--- config.mk ---
export PLATFORM = sky130hd
export DESIGN_NAME = packed_4bit_power_integrator_top
export DESIGN_NICKNAME = d
export VERILOG_FILES = /design/src/hdl/p4pi_pkg.sv /design/src/hdl/packed_4bit_power_integrator_top.sv
export VERILOG_INCLUDE_DIRS = /design/src /design/src/hdl
export SDC_FILE = /design/constraint.sdc
export NUM_CORES = 2
export LEC_CHECK = 0
export CELL_PAD_IN_SITES_DETAIL_PLACEMENT = 1
export CELL_PAD_IN_SITES_GLOBAL_PLACEMENT = 1
export CORE_MARGIN = 2
export CORE_UTILIZATION = 53
export CTS_CLUSTER_SIZE = 20
export DETAILED_ROUTE_END_ITERATION = 7
export DONT_BUFFER_PORTS = 1
export GPL_ROUTABILITY_DRIVEN = 0
export GPL_TIMING_DRIVEN = 0
export HOLD_SLACK_MARGIN = 0.02
export PLACE_DENSITY = 0.88
export SLEW_MARGIN = 30
export SYNTH_ARGS = -nofsm -noshare
export SYNTH_HDL_FRONTEND = slang
export SYNTH_SLANG_ARGS = --single-unit
--- constraint.sdc ---
create_clock -name clk_i -period 58.3 [get_ports clk_i]
set_clock_uncertainty 0.2 [all_clocks]
set_input_delay 11.66 -clock clk_i [delete_from_list [all_inputs] [get_ports clk_i]]
set_output_delay 11.66 -clock clk_i [all_outputs]
set_load 0.05 [all_outputs]
--- src/hdl/packed_4bit_power_integrator_top_macros.svh ---
// Assertion macros for the packed 4-bit power integrator.
`ifndef PACKED_4BIT_POWER_INTEGRATOR_TOP_MACROS_SVH
`define PACKED_4BIT_POWER_INTEGRATOR_TOP_MACROS_SVH

// Same-cycle implication, sampled on clk_i and disabled during reset.
`define P4PI_ASSERT_NOW(lbl, ante, cons, msg) \
  lbl: assert property (@(posedge clk_i) disable iff (!rst_ni) (ante) |-> (cons)) \
    else $error(msg);

// Next-cycle implication, sampled on clk_i and disabled during reset.
`define P4PI_ASSERT_NEXT(lbl, ante, cons, msg) \
  lbl: assert property (@(posedge clk_i) disable iff (!rst_ni) (ante) |=> (cons)) \
    else $error(msg);

`endif

--- src/hdl/p4pi_pkg.sv ---
// Package with types, constants and helpers of the packed 4-bit power integrator.
`timescale 1ns / 1ps
`default_nettype none
package p4pi_pkg;

  localparam int unsigned WordW       = 32;
  localparam int unsigned PairW       = 8;
  localparam int unsigned PowerW      = 8;
  localparam int unsigned AccW        = 26;
  localparam int unsigned SpbW        = 19;
  localparam int unsigned IdxW        = 5;
  localparam int unsigned BoardPorts  = 5;
  localparam int unsigned SumsPerWord = 4;

  localparam int unsigned MaxSamplesDefault = 262144;
  localparam int unsigned NumBoardsDefault  = 5;
  localparam logic [SpbW-1:0] SpbReset      = 19'd18432;

  // One time sample of one channel: one packed word per board.
  typedef struct packed {
    logic [WordW-1:0] word_board4;
    logic [WordW-1:0] word_board3;
    logic [WordW-1:0] word_board2;
    logic [WordW-1:0] word_board1;
    logic [WordW-1:0] word_board0;
  } in_word_t;

  // One integrated power sum of a dump.
  typedef struct packed {
    logic [IdxW-1:0] sum_index;
    logic [AccW-1:0] power_sum;
    logic            last_of_dump;
  } out_sum_t;

  // Power of one signed 4-bit complex value: im in the upper nibble, re in the lower.
  function automatic logic [PowerW-1:0] pair_power(input logic [PairW-1:0] pair);
    logic signed [3:0] re;
    logic signed [3:0] im;
    logic signed [7:0] re_sq;
    logic signed [7:0] im_sq;
    re    = pair[3:0];
    im    = pair[7:4];
    re_sq = 8'(re) * 8'(re);
    im_sq = 8'(im) * 8'(im);
    return PowerW'(re_sq) + PowerW'(im_sq);
  endfunction

endpackage
`default_nettype wire

--- src/hdl/packed_4bit_power_integrator_top.sv ---
// Top level of the packed 4-bit power integrator (integrate and dump of voltage powers).
`timescale 1ns / 1ps
`default_nettype none
// The block takes one word per clock cycle while in_stall_o is low, each
// holding one time sample of one channel as five 32-bit board words; a word
// passes from the input register straight into the accumulators. For
// every antenna and polarization it adds re squared plus im squared into a
// 26-bit accumulator. When the configured number of samples has been summed,
// all sums (4 per board, 20 for five boards) are copied into a dump buffer in
// the same cycle and the accumulators restart from the power of the next
// sample. The dump buffer drains through the output register at one sum per
// cycle in index order while out_stall_i is low, and the last sum carries
// last_of_dump. Integration continues while a dump drains; only a word that
// would close the next bin before the dump buffer is empty waits in the input
// register. A configured bin length of 0 behaves as 1, and values above
// MAX_SAMPLES_PER_BIN behave as that maximum.
// Write the configuration register only while no word is in flight.
module packed_4bit_power_integrator_top #(
  parameter int unsigned MAX_SAMPLES_PER_BIN = p4pi_pkg::MaxSamplesDefault,
  parameter int unsigned NUM_BOARDS          = p4pi_pkg::NumBoardsDefault
) (
  input  wire logic                     clk_i,
  input  wire logic                     rst_ni,
  input  wire logic                     in_valid_i,
  output      logic                     in_stall_o,
  input  wire p4pi_pkg::in_word_t       in_data_i,
  output      logic                     out_valid_o,
  input  wire logic                     out_stall_i,
  output      p4pi_pkg::out_sum_t       out_data_o,
  input  wire logic                     cfg_valid_i,
  output      logic                     cfg_ready_o,
  input  wire logic [p4pi_pkg::SpbW-1:0] cfg_data_i
);
  import p4pi_pkg::*;

  // Boards beyond the five input words are never used.
  localparam int unsigned BoardsUsed = (NUM_BOARDS < BoardPorts) ? NUM_BOARDS : BoardPorts;
  localparam int unsigned NumSums    = SumsPerWord * BoardsUsed;
  localparam int unsigned RdW        = $clog2(NumSums);
  localparam int unsigned CntW       = $clog2(MAX_SAMPLES_PER_BIN + 1);
  localparam int unsigned LenW       = (CntW > SpbW) ? CntW : SpbW;

  `include "packed_4bit_power_integrator_top_macros.svh"

  // Configuration register; writes are always taken.
  logic [SpbW-1:0] spb_q;

  // Input register.
  logic     in_valid_q;
  in_word_t in_data_q;

  // Integration state.
  logic [CntW-1:0] count_q;
  logic [CntW-1:0] count_inc;
  logic [AccW-1:0] acc_q [NumSums];
  logic [AccW-1:0] acc_sum [NumSums];

  // Dump buffer and its read pointer.
  logic [AccW-1:0] dump_q [NumSums];
  logic            dump_busy_q;
  logic [RdW-1:0]  rd_idx_q;
  logic            rd_last;

  // Output register.
  logic     out_valid_q;
  out_sum_t out_data_q;

  logic [WordW-1:0]  board_word [BoardPorts];
  logic [PowerW-1:0] power [NumSums];
  logic [LenW-1:0]   eff_len;
  logic [LenW-1:0]   spb_ext;
  logic              bin_done;
  logic              consume;
  logic              dump_take;
  logic              out_load;
  logic              out_pop;
  logic              in_take;

  assign cfg_ready_o = 1'b1;

  always_ff @(posedge clk_i or negedge rst_ni) begin
    if (!rst_ni) begin
      spb_q <= SpbReset;
    end else if (cfg_valid_i) begin
      spb_q <= cfg_data_i;
    end
  end

  // Clamp the bin length to the supported range.
  always_comb begin
    spb_ext = LenW'(spb_q);
    if (spb_q == '0) begin
      eff_len = LenW'(1);
    end else if (spb_ext > LenW'(MAX_SAMPLES_PER_BIN)) begin
      eff_len = LenW'(MAX_SAMPLES_PER_BIN);
    end else begin
      eff_len = spb_ext;
    end
  end

  assign count_inc = count_q + CntW'(1);
  assign bin_done  = (LenW'(count_inc) >= eff_len);

  // A word leaves the input register unless it closes a bin while the previous
  // dump is still draining.
  assign consume    = in_valid_q && !(bin_done && dump_busy_q);
  assign dump_take  = consume && bin_done;
  assign in_stall_o = in_valid_q && !consume;
  assign in_take    = in_valid_i && !in_stall_o;

  always_ff @(posedge clk_i or negedge rst_ni) begin
    if (!rst_ni) begin
      in_valid_q <= 1'b0;
    end else if (in_take) begin
      in_valid_q <= 1'b1;
    end else if (consume) begin
      in_valid_q <= 1'b0;
    end
  end

  always_ff @(posedge clk_i) begin
    if (in_take) begin
      in_data_q <= in_data_i;
    end
  end

  // Unpack the words and square the nibbles, one lane per accumulator.
  always_comb begin
    board_word[0] = in_data_q.word_board0;
    board_word[1] = in_data_q.word_board1;
    board_word[2] = in_data_q.word_board2;
    board_word[3] = in_data_q.word_board3;
    board_word[4] = in_data_q.word_board4;
  end

  for (genvar s = 0; s < NumSums; s++) begin : g_lane
    assign power[s]   = pair_power(board_word[s / SumsPerWord][(s % SumsPerWord) * PairW +: PairW]);
    assign acc_sum[s] = acc_q[s] + AccW'(power[s]);

    always_ff @(posedge clk_i or negedge rst_ni) begin
      if (!rst_ni) begin
        acc_q[s] <= '0;
      end else if (consume) begin
        acc_q[s] <= bin_done ? '0 : acc_sum[s];
      end
    end

    always_ff @(posedge clk_i) begin
      if (dump_take) begin
        dump_q[s] <= acc_sum[s];
      end
    end
  end

  always_ff @(posedge clk_i or negedge rst_ni) begin
    if (!rst_ni) begin
      count_q <= '0;
    end else if (consume) begin
      count_q <= bin_done ? '0 : count_inc;
    end
  end

  // Drain the dump buffer through the output register.
  assign rd_last  = (rd_idx_q == RdW'(NumSums - 1));
  assign out_pop  = out_valid_q && !out_stall_i;
  assign out_load = dump_busy_q && (!out_valid_q || !out_stall_i);

  always_ff @(posedge clk_i or negedge rst_ni) begin
    if (!rst_ni) begin
      dump_busy_q <= 1'b0;
      rd_idx_q    <= '0;
    end else if (dump_take) begin
      dump_busy_q <= 1'b1;
      rd_idx_q    <= '0;
    end else if (out_load) begin
      dump_busy_q <= !rd_last;
      rd_idx_q    <= rd_last ? '0 : rd_idx_q + RdW'(1);
    end
  end

  always_ff @(posedge clk_i or negedge rst_ni) begin
    if (!rst_ni) begin
      out_valid_q <= 1'b0;
    end else if (out_load) begin
      out_valid_q <= 1'b1;
    end else if (out_pop) begin
      out_valid_q <= 1'b0;
    end
  end

  always_ff @(posedge clk_i) begin
    if (out_load) begin
      out_data_q.sum_index    <= IdxW'(rd_idx_q);
      out_data_q.power_sum    <= dump_q[rd_idx_q];
      out_data_q.last_of_dump <= rd_last;
    end
  end

  assign out_valid_o = out_valid_q;
  assign out_data_o  = out_data_q;

  // The last sum of a dump always carries the highest index.
  `P4PI_ASSERT_NOW(a_last_index, out_valid_o && out_data_o.last_of_dump,
                   out_data_o.sum_index == IdxW'(NumSums - 1), "last sum has wrong index")

  // A new bin never overwrites a dump that is still draining.
  `P4PI_ASSERT_NOW(a_no_overwrite, dump_busy_q, !dump_take, "dump buffer overwritten")

  // Sums leave the buffer in strictly increasing order.
  `P4PI_ASSERT_NEXT(a_rd_step, out_load && !rd_last && !dump_take,
                    dump_busy_q && rd_idx_q == $past(rd_idx_q) + RdW'(1),
                    "dump read pointer skipped")

  // Closing a bin restarts the sample count.
  `P4PI_ASSERT_NEXT(a_count_clear, dump_take, count_q == '0, "sample count not cleared")

endmodule
`default_nettype wire

# Word level (Yosys, flattened, before mapping)

Memories as Yosys holds them, arrays and structs flattened. A register that Yosys moved wholly into a read port is not among the register bits.
Index checks and enable logic that the tools add are counted.

Memories kept: 1
Word-level logic and storage cells: 171
Bits in writable memories: 520
Flip-flop bits (word level): 732
Input bits: 184

Memories:

| memory | depth | bits a word | read ports | clocked after memory_dff | write ports | line                                   | RTL |
|---|---|---|---|---|---|---|---|
| dump_q | 20    | 26          | 1          | 1                        | 20          | packed_4bit_power_integrator_top.sv:59 | `logic [AccW-1:0] dump_q [NumSums];` |

Muxes and demuxes: 34
Multipliers: 40
Reduce and logical (&&, ||, !) cells: 18
Equality and inequality tests: 1
Order comparisons: 2
Add/subtract/negate cells: 42

Operators with widths:

| operator              | number |
|---|---|
| $add 26x8->26         | 20 |
| $mux 26               | 20 |
| $mul 4x4->8           | 40 |
| $add 8x8->8           | 20 |
| $mux 19               | 3 |
| $add 19x1->19 const B | 1 |
| $ge 19x19->1          | 1 |
| $gt 19x19->1 const B  | 1 |
| $logic_not 19->1      | 1 |
| $mux 5                | 3 |
| $mux 1                | 8 |
| $logic_and 1x1->1     | 7 |
| $logic_not 1->1       | 6 |
| $reduce_bool 2->1     | 3 |
| $add 5x1->5 const B   | 1 |
| $eq 5x5->1 const B    | 1 |
| $logic_or 1x1->1      | 1 |

# Longest topological paths before layout

Depth after elaboration: 12
Gate-level depth with buffers: 24
Gate-level depth less buffers: 23

# Least setup slack after synthesis

OpenSTA, ideal clock, no wires.

Path kind: register -> register
Start: reg count_q[0]
End: mem dump_q[0][0] (enable)
Cell stages (with the launch flop): 14
Setup time: 2163 ps
Data required time: 55937 ps
Path buffers: 1
Period minus slack after synthesis: 42996 ps
Arrival: 40634 ps
Setup slack: 15304 ps
Path through: dfrtp_1 ha_1 nand3_1 or2_1 clkbuf_1 nor4_2 nand3_1 xnor2_1 ha_1 nand4_1 nor3_1 nand2_1 o211ai_1 nor3b_1

RTL lines:

| item                   | line                                    | RTL |
|---|---|---|
| from (decl)            | packed_4bit_power_integrator_top.sv:53  | `logic [CntW-1:0] count_q;` |
| from (signal assigned) | packed_4bit_power_integrator_top.sv:159 | `count_q <= bin_done ? '0 : count_inc;` |
| to (decl)              | packed_4bit_power_integrator_top.sv:59  |  |

# Worst setup path in the final report

Start: reg count_q[0]
End: out in_stall_o

Longest elaborated chain between the ends: 7

RTL lines:

| item              | line                                    | RTL |
|---|---|---|
| $add 19x1->19     | packed_4bit_power_integrator_top.sv:101 | `assign count_inc = count_q + CntW'(1);` |
| $ge 19x19->1      | packed_4bit_power_integrator_top.sv:102 | `assign bin_done = (LenW'(count_inc) >= eff_len);` |
| $logic_and 1x1->1 | packed_4bit_power_integrator_top.sv:106 | `assign consume = in_valid_q && !(bin_done && dump_busy_q);` |
| $logic_not 1->1   | packed_4bit_power_integrator_top.sv:106 |  |
| $logic_and 1x1->1 | packed_4bit_power_integrator_top.sv:106 |  |
| $logic_not 1->1   | packed_4bit_power_integrator_top.sv:108 | `assign in_stall_o = in_valid_q && !consume;` |
| $logic_and 1x1->1 | packed_4bit_power_integrator_top.sv:108 |  |
| to (decl)         | packed_4bit_power_integrator_top.sv:25  | `output logic in_stall_o,` |

Every way passes these cells.

==> summary.txt <==
Run status
  – Status: finished, violations left
  – Failing checks: DRC

Run
  – Max-Cap Viols: 0

Worst setup path
  – Startpoint types: flip-flop
  – Class of the most critical setup path: reg -> out
  – CP arrival: 6.21 ns
  – Crit end category: output pin
  – CP Max Fanout: 6
  – Critical path required time: 46.44 ns

Synth
  – Distinct cells, synth: 85
  – Register area share after synthesis: 39.9%
  – Syn Nets: 9335
  – Yosys reg bits: 1278
  – Synth cell count leaders: 826 x inv_1, 712 x edfxtp_1, 703 x ha_1
  – Post-Synthesis Cells: 8092
  – Top-count cell post-synth: inv_1
  – Syn Area/Cell: 11.0 sq um
  – Asr flop ratio synth: 44.3%
  – Synth area leaders: edfxtp_1 24%, dfrtp_1 16%, ha_1 9.9%, fa_1 8.0%, xnor2_1 5.5%
  – Yosys top cell by area: edfxtp_1
  – Syn Std Cell Area: 89100 sq um
  – Primary FF master, synth: edfxtp_1
  – Synth top area share: 24.0%
  – Post-synth EDFFs: 712
  – Synth warn: 0

Route
  – WL per Instance: 29.3 um
  – Pre-antenna DRT Iters: 8
  – Post-route ant nets: 0
  – Initial DRC count: 7796
  – Remaining DRCs: 15
  – Total Wirelength: 314 mm
  – Via density: 6.62
  – Via Count: 70900

Floorplan
  – Row cnt: 150
  – Core Area: 167000 sq um
  – Die width: 414 um
  – I/O pin cnt: 219
  – Die area: 171000 sq um
  – Starting density of the core: 53.4%
  – Die height: 414 um

Timing
  – Setup violators final: 0
  – Final min period: 18.07 ns
  – Final period util: 31.0%
  – Slew headroom: 12.7%
  – Setup TNS: 0 ns
  – Fin. max-slew vios: 0
  – Worst Max-Slew Pin Slew: 1.31 ns
  – Achievable Freq: 55.3 MHz
  – RSZ-0062 raised after global routing: false
  – Final Hold Fails: 0

GRT
  – Initial antenna violation count: 69
  – Vias in the first global route: 76700
  – Largest net degree at the start of global routing: 567
  – GRT Total Usage: 35.9%
  – First-pass GRT wire length: 473 mm
  – Grt ovf: 0

Cells and area
  – Fin nets: 9571
  – Syn-to-layout area delta: 10.1%
  – Proportion of layout cells with a drive suffix above 1: 9.29%
  – Final Cell Area: 98200 sq um

Place
  – I/O Buffers: 0
  – DPL Wire Length: 214 mm
  – Placed Area: 92600 sq um

Clock tree
  – H-tree depth: 4
  – CTS root buffer: clkbuf_16
  – Clk pin slew, worst setup/hold paths: 0.07 ns
  – Post-CTS Setup Bufs: 0
  – CTS hold repair buffers: 0
  – Cts repair resizes: 0
  – Clock sinks: 1278
  – CTS max path bufs: 3
  – CTS tree: yes
  – Cts bufs inserted: 152
  – Clock Latency Late Sink: 0.84 ns

Power
  – P_leak: 42.9 nW
  – Pwr dens: 59.3 nW/um^2
  – Worst VDD drop: 0.0459 mV

Min path
  – HP Class: reg -> reg
[metrics by stage]
stage	cells	hold slack (ns)	total power [W]	worst slack [ns]	utilization [%]
6_report	10700	0.307	0.00582	40.23	58.8
5_1_grt	10700	0.308	0.00610	40.04	58.7
4_1_cts	10700	0.299	0.00571	40.46	58.6
3_5_place_dp	10400	0.270	0.00454	41.41	55.5
3_3_place_gp	10300	0.247	0.00428	-3.52	55.0
2_1_floorplan	8092	0.223	0.00364	15.30	-
[final timing paths]
check                                          start  depth (start not counted)                endpoint  slack (ns)
min                           acc_q[238]$_DFFE_PN0N_                          1  acc_q[238]$_DFFE_PN0N_        0.31
min reg2reg                   acc_q[238]$_DFFE_PN0N_                          1  acc_q[238]$_DFFE_PN0N_        0.31
max                           count_q[0]$_DFFE_PN0N_                         14              in_stall_o       40.23
min in group asynchronous                     rst_ni                          0   acc_q[62]$_DFFE_PN0N_       10.34
max in group asynchronous                     rst_ni                          2  acc_q[315]$_DFFE_PN0N_       45.69
max reg2reg                board_word[135]$_DFFE_PP_                         21  acc_q[519]$_DFFE_PN0N_       50.73
[sequential cells by signal, indices dropped and copies added, names as in the netlist]
register	flops
acc_q	520
board_word	160
count_q	19
dump_busy_q	1
dump_q	520
in_valid_q	1
out_data_o	32
out_valid_o	1
rd_idx_q	5
spb_ext	19
[power breakdown]
| part | leakage (nW) | internal [W] | total [W] | switching [W] |
|---|---|---|---|---|
| Sequential | 13.6 | 0.00121 | 0.00133 | 0.000118 |
| Combinational | 26.7 | 0.00131 | 0.00346 | 0.00215 |
| Clock | 2.55 | 0.000593 | 0.00103 | 0.000438 |
[area by class of cell]
| class | count | area (sq um) |
|---|---|---|
| fillers | 17400 | 68900 |
| multi-input cells | 5660 | 49000 |
| flip-flops and latches | 1278 | 35500 |
| clock buffers | 214 | 4480 |
| inverters | 828 | 3110 |
| well taps | 2204 | 2760 |
| plain buffers | 326 | 1570 |
| repair buffers | 82 | 828 |
| clock inverters | 71 | 742 |
| diodes | 54 | 135 |
[cells in the final DEF, fill, tap and decap left out, types with 69 or more instances in the layout]
cell type | netlist | routed
nor3_1 | 295 | 294
nor2_1 | 419 | 419
clkbuf_1 | 208 | 218
a22o_1 | 193 | 193
o21ai_0 | 176 | 176
a21o_1 | 121 | 121
clkbuf_16 | 0 | 166
xor2_1 | 312 | 312
or3_1 | 70 | 70
fa_1 | 356 | 356
and2_1 | 114 | 113
edfxtp_1 | 712 | 712
xnor2_1 | 564 | 564
nand3_1 | 187 | 187
a21oi_1 | 275 | 275
a211o_1 | 162 | 162
nand2_1 | 383 | 383
nand2b_1 | 88 | 88
inv_1 | 826 | 825
buf_2 | 66 | 69
nand4_1 | 77 | 77
ha_1 | 703 | 703
and3_1 | 195 | 195
dfrtp_1 | 564 | 564
a221o_1 | 113 | 113
mux4_2 | 156 | 156
[routing by layer]
metal  vias to the layer above  track usage [%]  wire, um
met5                         -             1.36       702
met4                        42             25.6     26600
met3                      1520             11.3     32200
met2                      4216             58.5    148000
met1                     35800             39.8    106000
li1                      29400                -         -
[logic make-up (layout without fill, tap and decap cells)]
family,Yosys count,after routing,share of synthesized area [%]
fa+ha+maj,1059,1059,17.9
simple gates,2099,2099,12.0
xor+xnor,876,876,8.61
buf+inv,1154,1521,5.21
flops,1278,1278,39.9
other cells,1,55,0.00421
compound gates,1402,1402,11.6
mux,223,223,4.78
[critical path, stage by stage (launching register included)]
cell	delay, ns
dfrtp_1	0.68
ha_1	0.32
nand3_1	0.15
or2_1	0.26
clkbuf_1	0.20
nor4_2	0.43
nand3_1	0.20
xnor2_1	0.19
ha_1	0.35
nand4_1	0.13
nor3_1	0.44
nand2_1	0.19
o211ai_1	0.91
nand3_1	0.47
inv_1	0.47
Note: power is estimated with default switching activity, not from simulation.
